**config.mk**
```make
export PLATFORM = sky130hd
export DESIGN_NAME = waypoint_turn_then_drive_steps_flat
export DESIGN_NICKNAME = d
export VERILOG_FILES = /design/src/hw/rtl/wtds_pkg.sv /design/src/hw/rtl/wtds_goal_if.sv /design/src/hw/rtl/wtds_cmd_if.sv /design/src/hw/rtl/wtds_mul.sv /design/src/hw/rtl/wtds_cordic.sv /design/src/hw/rtl/wtds_sqrt.sv /design/src/hw/rtl/waypoint_turn_then_drive_steps.sv /design/src/flat_wrapper.sv
export VERILOG_INCLUDE_DIRS = /design/src /design/src/hw/rtl
export SDC_FILE = /design/constraint.sdc
export NUM_CORES = 2
export LEC_CHECK = 0
export BUFFER_PORTS_ARGS = -buffer_cell sky130_fd_sc_hd__buf_2
export CORE_UTILIZATION = 40
export CTS_CLUSTER_SIZE = 10
export DETAILED_ROUTE_END_ITERATION = 16
export PLACE_DENSITY_LB_ADDON = 0.05
export REMOVE_ABC_BUFFERS = 1
export SYNTH_ARGS = -nofsm -noshare
export SYNTH_HDL_FRONTEND = slang
export SYNTH_SLANG_ARGS = --single-unit
```
**constraint.sdc**
```tcl
create_clock -name clk -period 26.3 [get_ports clk]
set_clock_uncertainty 0.1 [all_clocks]
set_input_delay 3.945 -clock clk [delete_from_list [all_inputs] [get_ports clk]]
set_output_delay 3.945 -clock clk [all_outputs]
set_load 0.01 [all_outputs]
```
**src/hw/rtl/waypoint_turn_then_drive_steps_macros.svh**
```systemverilog
// Assertion macros for the waypoint turn-then-drive block.
// Depends on nothing; included by the files that carry assertions.
`ifndef WAYPOINT_TURN_THEN_DRIVE_STEPS_MACROS_SVH
`define WAYPOINT_TURN_THEN_DRIVE_STEPS_MACROS_SVH
`ifndef SYNTHESIS
// same-cycle implication
`define WTDS_ASSERT_IMP(lbl, ck, rst_n, ante, cons) \
	lbl: assert property (@(posedge ck) disable iff (!rst_n) (ante) |-> (cons)) \
	else $error("wtds assertion failed");
// next-cycle implication
`define WTDS_ASSERT_NXT(lbl, ck, rst_n, ante, cons) \
	lbl: assert property (@(posedge ck) disable iff (!rst_n) (ante) |=> (cons)) \
	else $error("wtds assertion failed");
`else
`define WTDS_ASSERT_IMP(lbl, ck, rst_n, ante, cons)
`define WTDS_ASSERT_NXT(lbl, ck, rst_n, ante, cons)
`endif
`endif

```
**src/hw/rtl/wtds_pkg.sv**
```systemverilog
// Shared constants, types and the CORDIC arctangent table.
// Depends on nothing.
package wtds_pkg;
	localparam int COORD_WIDTH       = 16;
	localparam int ANGLE_WIDTH       = 16;
	localparam int CORDIC_ITERATIONS = 16;

	localparam int DIFF_W    = COORD_WIDTH + 1;
	localparam int PRESCALE  = 58 - COORD_WIDTH;
	localparam int CORDIC_W  = 62;
	localparam int ACC_W     = 36;
	localparam int ITER_W    = $clog2(CORDIC_ITERATIONS + 1);
	localparam int RAD_W     = 2 * DIFF_W;
	localparam int ROOT_W    = DIFF_W + 16;
	localparam int REM_W     = ROOT_W + 3;
	localparam int SQRT_STEPS = ROOT_W;
	localparam int SQRT_CNT_W = $clog2(SQRT_STEPS + 1);

	localparam int SPM_W   = 24;
	localparam int TRACK_W = 10;
	localparam int STEPS_W = 32;
	localparam int MUL_A_W = 33;
	localparam int MUL_B_W = 31;
	localparam int MUL_P_W = MUL_A_W + MUL_B_W;

	localparam logic [MUL_B_W-1:0] PI_Q29 = 31'd1686629713;
	localparam logic [SPM_W-1:0]   SPM_RESET   = 24'd65536;
	localparam logic [TRACK_W-1:0] TRACK_RESET = 10'd223;

	// configuration register indexes
	localparam logic REG_STEPS_PER_MM = 1'b0;
	localparam logic REG_TRACK_WIDTH  = 1'b1;

	typedef struct packed {
		logic                   done;
		logic [ANGLE_WIDTH-1:0] angle;
	} cordic_res_t;

	typedef struct packed {
		logic              done;
		logic [ROOT_W-1:0] root;
	} sqrt_res_t;

	// atan(2^-i) in 2^-32 turn units
	function automatic logic signed [ACC_W-1:0] atan_turn(input logic [ITER_W-1:0] i);
		logic [31:0] r;
		unique case (5'(i))
			5'd0:  r = 32'h20000000;
			5'd1:  r = 32'h12E4051D;
			5'd2:  r = 32'h09FB385B;
			5'd3:  r = 32'h051111D4;
			5'd4:  r = 32'h028B0D43;
			5'd5:  r = 32'h0145D7E1;
			5'd6:  r = 32'h00A2F61E;
			5'd7:  r = 32'h00517C55;
			5'd8:  r = 32'h0028BE53;
			5'd9:  r = 32'h00145F2E;
			5'd10: r = 32'h000A2F98;
			5'd11: r = 32'h000517CC;
			5'd12: r = 32'h00028BE6;
			5'd13: r = 32'h000145F3;
			5'd14: r = 32'h0000A2F9;
			5'd15: r = 32'h0000517C;
			5'd16: r = 32'h000028BE;
			5'd17: r = 32'h0000145F;
			5'd18: r = 32'h00000A2F;
			5'd19: r = 32'h00000517;
			5'd20: r = 32'h0000028B;
			5'd21: r = 32'h00000145;
			5'd22: r = 32'h000000A2;
			5'd23: r = 32'h00000051;
			default: r = 32'h0;
		endcase
		return $signed({{(ACC_W-32){1'b0}}, r});
	endfunction
endpackage

```
**src/hw/rtl/wtds_goal_if.sv**
```systemverilog
// Goal point channel: valid/ready handshake with goal coordinates.
// Depends on nothing.
interface wtds_goal_if;
	logic               valid;
	logic               ready;
	logic signed [15:0] goal_x;
	logic signed [15:0] goal_y;
	modport source (output valid, goal_x, goal_y, input ready);
	modport sink (input valid, goal_x, goal_y, output ready);
endinterface

```
**src/hw/rtl/wtds_cmd_if.sv**
```systemverilog
// Motor command channel: valid/ready handshake with wheel step counts.
// Depends on nothing.
interface wtds_cmd_if;
	logic               valid;
	logic               ready;
	logic signed [31:0] left_steps;
	logic signed [31:0] right_steps;
	logic               is_advance;
	modport source (output valid, left_steps, right_steps, is_advance, input ready);
	modport sink (input valid, left_steps, right_steps, is_advance, output ready);
endinterface

```
**src/hw/rtl/wtds_mul.sv**
```systemverilog
// Shared unsigned multiplier with a registered product.
// Depends on wtds_pkg.
module wtds_mul (
	input  logic                          clk,
	input  logic [wtds_pkg::MUL_A_W-1:0]  a,
	input  logic [wtds_pkg::MUL_B_W-1:0]  b,
	output logic [wtds_pkg::MUL_P_W-1:0]  p
);
	// register the product
	always_ff @(posedge clk) begin
		p <= wtds_pkg::MUL_P_W'(a) * wtds_pkg::MUL_P_W'(b);
	end
endmodule

```
**src/hw/rtl/wtds_cordic.sv**
```systemverilog
// Iterative vectoring CORDIC: bearing of (dx, dy) measured from +y toward +x.
// Depends on wtds_pkg.
module wtds_cordic (
	input  logic                               clk,
	input  logic                               arst_n,
	input  logic                               start,
	input  logic signed [wtds_pkg::DIFF_W-1:0] dx,
	input  logic signed [wtds_pkg::DIFF_W-1:0] dy,
	output wtds_pkg::cordic_res_t              res
);
	localparam int CW = wtds_pkg::CORDIC_W;
	localparam int AW = wtds_pkg::ACC_W;
	localparam int NW = wtds_pkg::ANGLE_WIDTH;

	logic                             busy_q;
	logic [wtds_pkg::ITER_W-1:0]      idx_q;
	logic signed [CW-1:0]             u_q, v_q;
	logic signed [AW-1:0]             acc_q;
	logic signed [CW-1:0]             u0, v0, du, dv;
	logic signed [AW-1:0]             rnd;

	assign u0 = CW'(dy) <<< wtds_pkg::PRESCALE;
	assign v0 = CW'(dx) <<< wtds_pkg::PRESCALE;
	assign du = v_q >>> idx_q;
	assign dv = u_q >>> idx_q;

	// sequence control
	always_ff @(posedge clk or negedge arst_n) begin
		if (!arst_n) begin
			busy_q <= 1'b0;
			idx_q  <= '0;
		end else if (start) begin
			busy_q <= 1'b1;
			idx_q  <= '0;
		end else if (busy_q) begin
			idx_q <= idx_q + 1'b1;
			if (idx_q == wtds_pkg::ITER_W'(wtds_pkg::CORDIC_ITERATIONS - 1)) begin
				busy_q <= 1'b0;
			end
		end
	end

	// load with quarter-turn pre-rotation, then rotate toward v = 0
	always_ff @(posedge clk) begin
		if (start) begin
			if (u0 < 0) begin
				if (v0 >= 0) begin
					u_q   <= v0;
					v_q   <= -u0;
					acc_q <= AW'(64'sd1 <<< 30);
				end else begin
					u_q   <= -v0;
					v_q   <= u0;
					acc_q <= -AW'(64'sd1 <<< 30);
				end
			end else begin
				u_q   <= u0;
				v_q   <= v0;
				acc_q <= '0;
			end
		end else if (busy_q) begin
			if (v_q >= 0) begin
				u_q   <= u_q + du;
				v_q   <= v_q - dv;
				acc_q <= acc_q + wtds_pkg::atan_turn(idx_q);
			end else begin
				u_q   <= u_q - du;
				v_q   <= v_q + dv;
				acc_q <= acc_q - wtds_pkg::atan_turn(idx_q);
			end
		end
	end

	// round half up to the angle width
	assign rnd       = acc_q + AW'(64'sd1 <<< (31 - NW));
	assign res.angle = rnd[31:32-NW];
	assign res.done  = !busy_q;
endmodule

```
**src/hw/rtl/wtds_sqrt.sv**
```systemverilog
// Bit-serial square root: floor(sqrt(rad) * 2^16), two radicand bits a cycle.
// Depends on wtds_pkg.
module wtds_sqrt (
	input  logic                            clk,
	input  logic                            arst_n,
	input  logic                            start,
	input  logic [wtds_pkg::RAD_W-1:0]      rad,
	output wtds_pkg::sqrt_res_t             res
);
	localparam int RW = wtds_pkg::ROOT_W;
	localparam int MW = wtds_pkg::REM_W;
	localparam int SW = 2 * RW;

	logic                              busy_q;
	logic [wtds_pkg::SQRT_CNT_W-1:0]   cnt_q;
	logic [SW-1:0]                     rad_q;
	logic [RW-1:0]                     root_q;
	logic [MW-1:0]                     rem_q;
	logic [MW-1:0]                     rem_n, trial;

	assign rem_n = {rem_q[MW-3:0], rad_q[SW-1:SW-2]};
	assign trial = MW'({root_q, 2'b01});

	// step counter
	always_ff @(posedge clk or negedge arst_n) begin
		if (!arst_n) begin
			busy_q <= 1'b0;
			cnt_q  <= '0;
		end else if (start) begin
			busy_q <= 1'b1;
			cnt_q  <= '0;
		end else if (busy_q) begin
			cnt_q <= cnt_q + 1'b1;
			if (cnt_q == wtds_pkg::SQRT_CNT_W'(wtds_pkg::SQRT_STEPS - 1)) begin
				busy_q <= 1'b0;
			end
		end
	end

	// one root bit per cycle
	always_ff @(posedge clk) begin
		if (start) begin
			rad_q  <= SW'(rad) << 32;
			root_q <= '0;
			rem_q  <= '0;
		end else if (busy_q) begin
			rad_q <= rad_q << 2;
			if (rem_n >= trial) begin
				rem_q  <= rem_n - trial;
				root_q <= {root_q[RW-2:0], 1'b1};
			end else begin
				rem_q  <= rem_n;
				root_q <= {root_q[RW-2:0], 1'b0};
			end
		end
	end

	assign res.root = root_q;
	assign res.done = !busy_q;
endmodule

```
**src/hw/rtl/waypoint_turn_then_drive_steps.sv**
```systemverilog
// Waypoint turn-then-drive block: sequencer, pose, configuration and output register.
// Depends on wtds_pkg, wtds_goal_if, wtds_cmd_if, wtds_mul, wtds_cordic, wtds_sqrt
// and the assertion macro header.
//
// Usage: each transfer on the goal channel carries one goal point in millimetres. The
// block answers with two transfers on the cmd channel: a rotation (is_advance 0, left and
// right of opposite sign) and then an advance (is_advance 1, both wheels equal). The pose
// then moves to the goal and the heading to the new bearing.
// Timing: goal ready is high only while idle. After a goal transfer the setup states
// START, SQY and ROOT run, then the 33-step square root (the CORDIC, 16 steps, runs
// beside it), then MTRK to CAPA on the shared multiplier; the rotation command is then
// offered, and the advance once the rotation has transferred. A new goal can be taken the
// cycle after the advance transfer, so no goal is taken before both commands are out.
// Stall: while cmd ready is low the pending command is held on the port unchanged and
// no goal is taken.
// Reset: pose and heading clear to zero, steps_per_mm to 1.0 (Q8.16) and track width
// to 223 mm. Configuration writes go in through cfg_we/cfg_index/cfg_data; the user
// must make them only while idle, as the block itself does not enforce it.
`include "waypoint_turn_then_drive_steps_macros.svh"
module waypoint_turn_then_drive_steps (
	input  logic                         clk,
	input  logic                         arst_n,
	input  logic                         cfg_we,
	input  logic                         cfg_index,
	input  logic [wtds_pkg::SPM_W-1:0]   cfg_data,
	wtds_goal_if.sink                    goal,
	wtds_cmd_if.source                   cmd
);
	localparam int DW = wtds_pkg::DIFF_W;
	localparam int NW = wtds_pkg::ANGLE_WIDTH;
	localparam int CWD = wtds_pkg::COORD_WIDTH;
	localparam int AW = wtds_pkg::MUL_A_W;
	localparam int BW = wtds_pkg::MUL_B_W;
	localparam int PW = wtds_pkg::MUL_P_W;
	localparam int MT_W = NW + 1 + wtds_pkg::TRACK_W;
	localparam int B_W = MT_W + wtds_pkg::SPM_W;
	localparam int MID_W = B_W;
	localparam int S_W = MID_W - (NW + 13);

	localparam logic [3:0] ST_IDLE  = 4'd0;
	localparam logic [3:0] ST_START = 4'd1;
	localparam logic [3:0] ST_SQY   = 4'd2;
	localparam logic [3:0] ST_ROOT  = 4'd3;
	localparam logic [3:0] ST_WAIT  = 4'd4;
	localparam logic [3:0] ST_MTRK  = 4'd5;
	localparam logic [3:0] ST_MSPM  = 4'd6;
	localparam logic [3:0] ST_MPHI  = 4'd7;
	localparam logic [3:0] ST_MPLO  = 4'd8;
	localparam logic [3:0] ST_MADV  = 4'd9;
	localparam logic [3:0] ST_CAPA  = 4'd10;
	localparam logic [3:0] ST_OUTR  = 4'd11;
	localparam logic [3:0] ST_OUTA  = 4'd12;

	logic [3:0]                    state_q;
	logic [wtds_pkg::SPM_W-1:0]    spm_q;
	logic [wtds_pkg::TRACK_W-1:0]  trk_q;
	logic signed [CWD-1:0]         pose_x_q, pose_y_q;
	logic [NW-1:0]                 heading_q;
	logic signed [CWD-1:0]         gx_q, gy_q;
	logic signed [DW-1:0]          dx_q, dy_q;
	logic [PW-1:0]                 sx_q;
	logic [NW-1:0]                 turn_q;
	logic [B_W-1:0]                b_q;
	logic [PW-1:0]                 p1_q;
	logic [S_W-1:0]                s_q;
	logic [wtds_pkg::STEPS_W-1:0]  adv_q;

	logic [AW-1:0]                 mul_a;
	logic [BW-1:0]                 mul_b;
	logic [PW-1:0]                 prod;
	logic [DW-1:0]                 ax, ay;
	logic [NW:0]                   mag;
	logic [NW-1:0]                 turn_n;
	logic [MID_W-1:0]              mid;
	logic signed [wtds_pkg::STEPS_W-1:0] rot_r;
	wtds_pkg::cordic_res_t         cres;
	wtds_pkg::sqrt_res_t           sres;
	logic                          go_xfer, cmd_xfer;

	assign go_xfer  = goal.valid && goal.ready;
	assign cmd_xfer = cmd.valid && cmd.ready;

	assign ax  = dx_q[DW-1] ? DW'(-dx_q) : DW'(dx_q);
	assign ay  = dy_q[DW-1] ? DW'(-dy_q) : DW'(dy_q);
	assign mag = turn_q[NW-1] ? (NW+1)'(0) - {turn_q[NW-1], turn_q} : {1'b0, turn_q};
	assign mid = MID_W'(p1_q) + MID_W'(prod[PW-1:32]);

	// turn from bearing and heading; zero offset keeps the heading
	always_comb begin
		if (dx_q == '0 && dy_q == '0) begin
			turn_n = '0;
		end else begin
			turn_n = NW'(0) - cres.angle - heading_q;
		end
	end

	// configuration registers
	always_ff @(posedge clk or negedge arst_n) begin
		if (!arst_n) begin
			spm_q <= wtds_pkg::SPM_RESET;
			trk_q <= wtds_pkg::TRACK_RESET;
		end else if (cfg_we) begin
			unique case (cfg_index)
				wtds_pkg::REG_STEPS_PER_MM: spm_q <= cfg_data;
				wtds_pkg::REG_TRACK_WIDTH:  trk_q <= cfg_data[wtds_pkg::TRACK_W-1:0];
				default: ;
			endcase
		end
	end

	// sequencer and pose
	always_ff @(posedge clk or negedge arst_n) begin
		if (!arst_n) begin
			state_q   <= ST_IDLE;
			pose_x_q  <= '0;
			pose_y_q  <= '0;
			heading_q <= '0;
		end else begin
			unique case (state_q)
				ST_IDLE:  if (go_xfer) state_q <= ST_START;
				ST_START: state_q <= ST_SQY;
				ST_SQY:   state_q <= ST_ROOT;
				ST_ROOT:  state_q <= ST_WAIT;
				ST_WAIT:  if (cres.done && sres.done) state_q <= ST_MTRK;
				ST_MTRK:  state_q <= ST_MSPM;
				ST_MSPM:  state_q <= ST_MPHI;
				ST_MPHI:  state_q <= ST_MPLO;
				ST_MPLO:  state_q <= ST_MADV;
				ST_MADV:  state_q <= ST_CAPA;
				ST_CAPA:  state_q <= ST_OUTR;
				ST_OUTR:  if (cmd.ready) state_q <= ST_OUTA;
				ST_OUTA: begin
					if (cmd.ready) begin
						state_q   <= ST_IDLE;
						pose_x_q  <= gx_q;
						pose_y_q  <= gy_q;
						heading_q <= heading_q + turn_q;
					end
				end
				default:  state_q <= ST_IDLE;
			endcase
		end
	end

	// datapath registers
	always_ff @(posedge clk) begin
		if (state_q == ST_IDLE && go_xfer) begin
			gx_q <= goal.goal_x[CWD-1:0];
			gy_q <= goal.goal_y[CWD-1:0];
			dx_q <= DW'($signed(goal.goal_x[CWD-1:0])) - DW'(pose_x_q);
			dy_q <= DW'($signed(goal.goal_y[CWD-1:0])) - DW'(pose_y_q);
		end
		if (state_q == ST_SQY) sx_q <= prod;
		if (state_q == ST_WAIT) turn_q <= turn_n;
		if (state_q == ST_MPHI) b_q <= prod[B_W-1:0];
		if (state_q == ST_MPLO) p1_q <= prod;
		if (state_q == ST_MADV) s_q <= mid[MID_W-1:NW+13];
		if (state_q == ST_CAPA) begin
			adv_q <= prod[PW-1] ? 32'h7FFF_FFFF : prod[PW-1:32];
		end
	end

	// operand select for the shared multiplier
	always_comb begin
		mul_a = '0;
		mul_b = '0;
		unique case (state_q)
			ST_START: begin mul_a = AW'(ax); mul_b = BW'(ax); end
			ST_SQY:   begin mul_a = AW'(ay); mul_b = BW'(ay); end
			ST_MTRK:  begin mul_a = AW'(mag); mul_b = BW'(trk_q); end
			ST_MSPM:  begin mul_a = AW'(prod[MT_W-1:0]); mul_b = BW'(spm_q); end
			ST_MPHI:  begin mul_a = AW'(prod[B_W-1:32]); mul_b = wtds_pkg::PI_Q29; end
			ST_MPLO:  begin mul_a = AW'(b_q[31:0]); mul_b = wtds_pkg::PI_Q29; end
			ST_MADV:  begin mul_a = AW'(sres.root); mul_b = BW'(spm_q); end
			default: begin mul_a = '0; mul_b = '0; end
		endcase
	end

	wtds_mul u_mul (
		.clk (clk),
		.a   (mul_a),
		.b   (mul_b),
		.p   (prod)
	);

	wtds_cordic u_cordic (
		.clk    (clk),
		.arst_n (arst_n),
		.start  (state_q == ST_START),
		.dx     (dx_q),
		.dy     (dy_q),
		.res    (cres)
	);

	wtds_sqrt u_sqrt (
		.clk    (clk),
		.arst_n (arst_n),
		.start  (state_q == ST_ROOT),
		.rad    (wtds_pkg::RAD_W'(sx_q) + wtds_pkg::RAD_W'(prod)),
		.res    (sres)
	);

	// drive the command port from held registers
	assign rot_r = turn_q[NW-1] ? -$signed(32'(s_q)) : $signed(32'(s_q));
	assign goal.ready      = (state_q == ST_IDLE);
	assign cmd.valid       = (state_q == ST_OUTR) || (state_q == ST_OUTA);
	assign cmd.is_advance  = (state_q == ST_OUTA);
	assign cmd.left_steps  = (state_q == ST_OUTA) ? $signed(adv_q) : -rot_r;
	assign cmd.right_steps = (state_q == ST_OUTA) ? $signed(adv_q) : rot_r;

	`WTDS_ASSERT_IMP(a_no_cmd_when_idle, clk, arst_n, goal.ready, !cmd.valid)
	`WTDS_ASSERT_NXT(a_adv_follows_rot, clk, arst_n, cmd_xfer && !cmd.is_advance, cmd.valid && cmd.is_advance)
	`WTDS_ASSERT_NXT(a_idle_after_adv, clk, arst_n, cmd_xfer && cmd.is_advance, goal.ready)
	`WTDS_ASSERT_IMP(a_rot_opposite, clk, arst_n, cmd.valid && !cmd.is_advance, cmd.left_steps == -cmd.right_steps)
endmodule

```
**src/flat_wrapper.sv**
```systemverilog
// flat-port wrapper written by rule: the top's interface ports become plain ports
module waypoint_turn_then_drive_steps_flat 
  (clk, arst_n, cfg_we, cfg_index, cfg_data, goal_valid, goal_goal_x, goal_goal_y, goal_ready, cmd_valid, cmd_left_steps, cmd_right_steps, cmd_is_advance, cmd_ready);
  wtds_goal_if goal_i ();
  wtds_cmd_if cmd_i ();
  input  logic clk;
  input  logic arst_n;
  input  logic cfg_we;
  input  logic cfg_index;
  input  logic [wtds_pkg::SPM_W-1:0] cfg_data;
  input wire logic [$bits(goal_i.valid)-1:0] goal_valid;
  input wire logic [$bits(goal_i.goal_x)-1:0] goal_goal_x;
  input wire logic [$bits(goal_i.goal_y)-1:0] goal_goal_y;
  output wire logic [$bits(goal_i.ready)-1:0] goal_ready;
  output wire logic [$bits(cmd_i.valid)-1:0] cmd_valid;
  output wire logic [$bits(cmd_i.left_steps)-1:0] cmd_left_steps;
  output wire logic [$bits(cmd_i.right_steps)-1:0] cmd_right_steps;
  output wire logic [$bits(cmd_i.is_advance)-1:0] cmd_is_advance;
  input wire logic [$bits(cmd_i.ready)-1:0] cmd_ready;
  assign goal_i.valid = goal_valid;
  assign goal_i.goal_x = goal_goal_x;
  assign goal_i.goal_y = goal_goal_y;
  assign goal_ready = goal_i.ready;
  assign cmd_valid = cmd_i.valid;
  assign cmd_left_steps = cmd_i.left_steps;
  assign cmd_right_steps = cmd_i.right_steps;
  assign cmd_is_advance = cmd_i.is_advance;
  assign cmd_i.ready = cmd_ready;
  waypoint_turn_then_drive_steps u_core (.clk(clk), .arst_n(arst_n), .cfg_we(cfg_we), .cfg_index(cfg_index), .cfg_data(cfg_data), .goal(goal_i), .cmd(cmd_i));
endmodule
```
==> summary.md <==
| Metric | Value |
|---|---|
| Resized cells post-CTS | `0` |
| Post-synthesis compound-gate area fraction | `14.3%` |
| Post CTS Setup Buffer Count | `0` |
| Synth Area in Simple Gates | `14.6%` |
| Status | `complete, but fails checks` |
| Initial antenna violation count | `26` |
| CTS tree | `built` |
| Adder-cell area share of the yosys netlist | `28.3%` |
| Via count | `approximately 71000` |
| Reg2reg setup slack | `13.58 ns` |
| Max_cap viols | `1` |
| Syn Inst Count | `between 9000 and 10000` |
| Reg2reg path depth | `38` |
| Drt total wl | `313000 µm` |
| Minimum clock period | `around 13 ns` |
| Hold path startpoint | `u_core.gy_q[2]$_DFFE_PP_` |
| IO Count | `about 130` |
| Commonest cells post-synth | `inv_1 (1185), nand2_1 (980), nor2_1 (926)` |
| Max Fanout on Critical Path | `14` |
| Clock H-tree levels | `3` |
| Largest net degree at the start of global routing | `about 120` |
| Drt via density | `between 5 and 6` |
| Top-count cell post-synth | `inv_1` |
| Max Freq | `0.0786 GHz` |
| Number of register bits inferred by synthesis | `approximately 670` |
| Slowest stage delay, CP | `0.61 ns` |
| Core Rows | `169` |
| Post-synth EDFFs | `442` |
| Mux contribution to synthesized area | `8.06%` |
| Port Buffer Count | `128` |
| First-pass GRT wire length | `466000 µm` |
| RSZ-0062 raised after global routing | `false` |
| Clk pin slew, worst setup/hold paths | `0.06 ns` |
| Final HPWL DP | `248000 µm` |
| Final Hold Viols | `0` |
| Placer congestion estimate | `0.942` |
| Clk Latency, worst-skew pair | `just under 0.8 ns` |
| Routed Antenna Nets | `0` |
| All-Layer GR Usage | `28.8%` |
| Worst Max-Slew Pin Slew | `1.54 ns` |
| WP data arrival | `13.31 ns` |
| Most used flip-flop cell after synthesis | `edfxtp_1` |
| Synthesized area per cell | `approximately 9.0 µm²` |
| Max clock buf depth | `3` |
| Synth unique cells | `111` |
| XOR/XNOR share of the synthesized area | `5.48%` |
| Setup violators final | `0` |
| Die span in x | `between 400 and 500 µm` |
| CTS root buf | `clkbuf_16` |
| Final net count | `approximately 11000` |
| CP Launch Type | `flop` |
| RR Startpoint | `u_core.dy_q[0]$_DFFE_PP_` |
| CTS Hold Bufs | `0` |
| Fraction of registers with async set/reset | `14.7%` |
| Worst Setup Path Type | `flop to flop` |
| Setup crit end kind | `flop` |
| First drt pass iteration count | `6` |
| Sequential share of the synthesized area | `a little over a fifth` |
| Period utilization | `48.4%` |
| Residual DRC count | `0` |
| Crit path top cell by count | `fa_1` |
| Slew HR | `-2.91%` |
| Core area | `0.212 mm²` |
| Fraction of layout cells with a size suffix above 1 | `a little under a tenth` |
| Endpoint, Worst Hold | `u_core.pose_y_q[2]$_DFFE_PN0P_` |
| Failing checks | `max-capacitance violations, max-slew violations` |
| Area Overhead vs Synth | `7.72%` |
| Clock sinks | `around 670` |
| Starting Density | `roughly two fifths` |
| Largest cells by area after synthesis | `fa_1 (18%), edfxtp_1 (16%), ha_1 (10%), inv_1 (5.2%), nand2_1 (4.3%)` |
| Die height | `464 µm` |
| Min-Delay Path Class | `flop to flop` |
| Full die area | `0.215 mm²` |
| Pins over their slew limit | `3` |
| Mapped Area | `0.0852 mm²` |
| Hold Path Stages | `1` |
| Largest family of logic cells by synthesized area | `adder cells` |
| Number of CTS-inserted buffers | `92` |
| Total gr overflow | `0` |
| Top cell type's share of synthesized area | `18.1%` |
| Crit-path slowest cell | `a21oi_1` |
| Initial drt markers | `around 6600` |
| Warnings, synthesis | `0` |
| Vias in the first global route | `70000` |
| Avg WL per Cell | `25.5 µm` |
| Reg2Reg Capture Point | `u_core.u_mul.p[57]$_DFF_P_` |
| Top cell type by total area after synthesis | `fa_1` |
| Worst EP required | `between 20 and 30 ns` |
| Setup TNS Final | `0 ns` |
-- stage by stage --
| step | cells | utilization [%] | hold slack [ns] | cell area, µm² | setup slack (ns) |
|---|---|---|---|---|---|
| 6_report | 12300 | 43.3 | 0.371 | 91800 | 13.58 |
| 3_3_place_gp | 12100 | 41.9 | 0.358 | 88800 | 13.80 |
| 2_1_floorplan | 8996 | - | 0.349 | 83200 | 8.93 |
| 3_5_place_dp | 12100 | 41.9 | 0.365 | 88800 | 13.65 |
| 4_1_cts | 12300 | 43.3 | 0.374 | 91800 | 13.59 |
| 5_1_grt | 12300 | 43.3 | 0.383 | 91800 | 13.04 |
-- cell usage in the layout (no fill, tap or decap), drive strengths merged, types with 52 or more instances in the layout --
cell / count
dfrtp: 91
nand4: 65
edfxtp: 442
dfxtp: 131
mux2: 136
o21a: 54
inv: 1187
mux2i: 190
o31ai: 52
a22oi: 69
and3: 69
mux4: 151
or3: 63
xor2: 230
a21oi: 496
and2: 65
buf: 271
nor2: 928
clkbuf: 141
nand2b: 78
o21bai: 52
a211oi: 82
nand3: 141
nand2: 982
fa: 770
or2: 76
ha: 699
a21o: 183
a31oi: 71
nor2b: 73
nor3: 104
xnor2: 303
o211ai: 60
o21ai: 420
-- layout make-up --
cell class,instances,area (µm²)
fillers,21100,120000
multi-input cells,7131,60600
flip-flops and latches,672,18400
inverters,1193,4480
well taps,2821,3530
clock buffers,141,2640
repair buffers,271,1730
clock inverters,31,369
diodes,8,20.0
-- sequential cells by signal, summed over array words and instances, names as in the netlist, 17 cells and up --
register / count
u_core.adv_q: 31
u_core.u_mul.p: 64
u_core.b_q: 32
u_core.p1_q: 51
u_core.u_sqrt.root_q: 33
u_core.dy_q: 17
u_core.sx_q: 34
u_core.dx_q: 17
u_core.u_sqrt.rem_q: 34
u_core.u_cordic.u_q: 62
u_core.s_q: 22
u_core.u_cordic.acc_q: 32
u_core.u_sqrt.rad_q: 34
u_core.spm_q: 24
u_core.u_cordic.v_q: 62
-- worst max-delay path: cells and delay by family, from the launching register on --
kind | cells | cell delay (ns)
compound gates | 9 | 2.80
fa+ha+maj | 11 | 4.87
buf+inv | 5 | 0.31
flops | 1 | 0.46
simple gates | 13 | 4.10
-- logic make-up after synthesis --
family,Yosys count
AOI/OAI and AO/OA,1886
xor gates and xnor gates,533
adders and majority gates,1469
buffers and inverters,1659
DFF,672
muxes,477
other,2
and+or+nand+nor,2763
-- how the worst max path moves through the flow --
stage                                       start                         end  cells after the start
CTS                      u_core.dy_q[0]$_DFFE_PP_  u_core.u_mul.p[60]$_DFF_P_                     36
floorplan           u_core.state_q[1]$_DFFE_PN0P_  u_core.u_mul.p[60]$_DFF_P_                     30
global route             u_core.dy_q[0]$_DFFE_PP_  u_core.u_mul.p[57]$_DFF_P_                     39
detailed placement       u_core.dy_q[0]$_DFFE_PP_  u_core.u_mul.p[60]$_DFF_P_                     36
finish                   u_core.dy_q[0]$_DFFE_PP_  u_core.u_mul.p[57]$_DFF_P_                     38
global placement         u_core.dy_q[0]$_DFFE_PP_  u_core.u_mul.p[57]$_DFF_P_                     38
-- metal layers --
| metal | global-route usage, % | wire length (µm) |
|---|---|---|
| met1 | 43.6 | 148000 |
| met2 | 41.4 | 131000 |
| met3 | 6.08 | 27700 |
| met4 | 6.49 | 6420 |
| met5 | 0 | 82 |
Power is left out: the tool's default activity adds up to more than one toggle a clock period on the data nets, which glitch-free logic cannot reach.
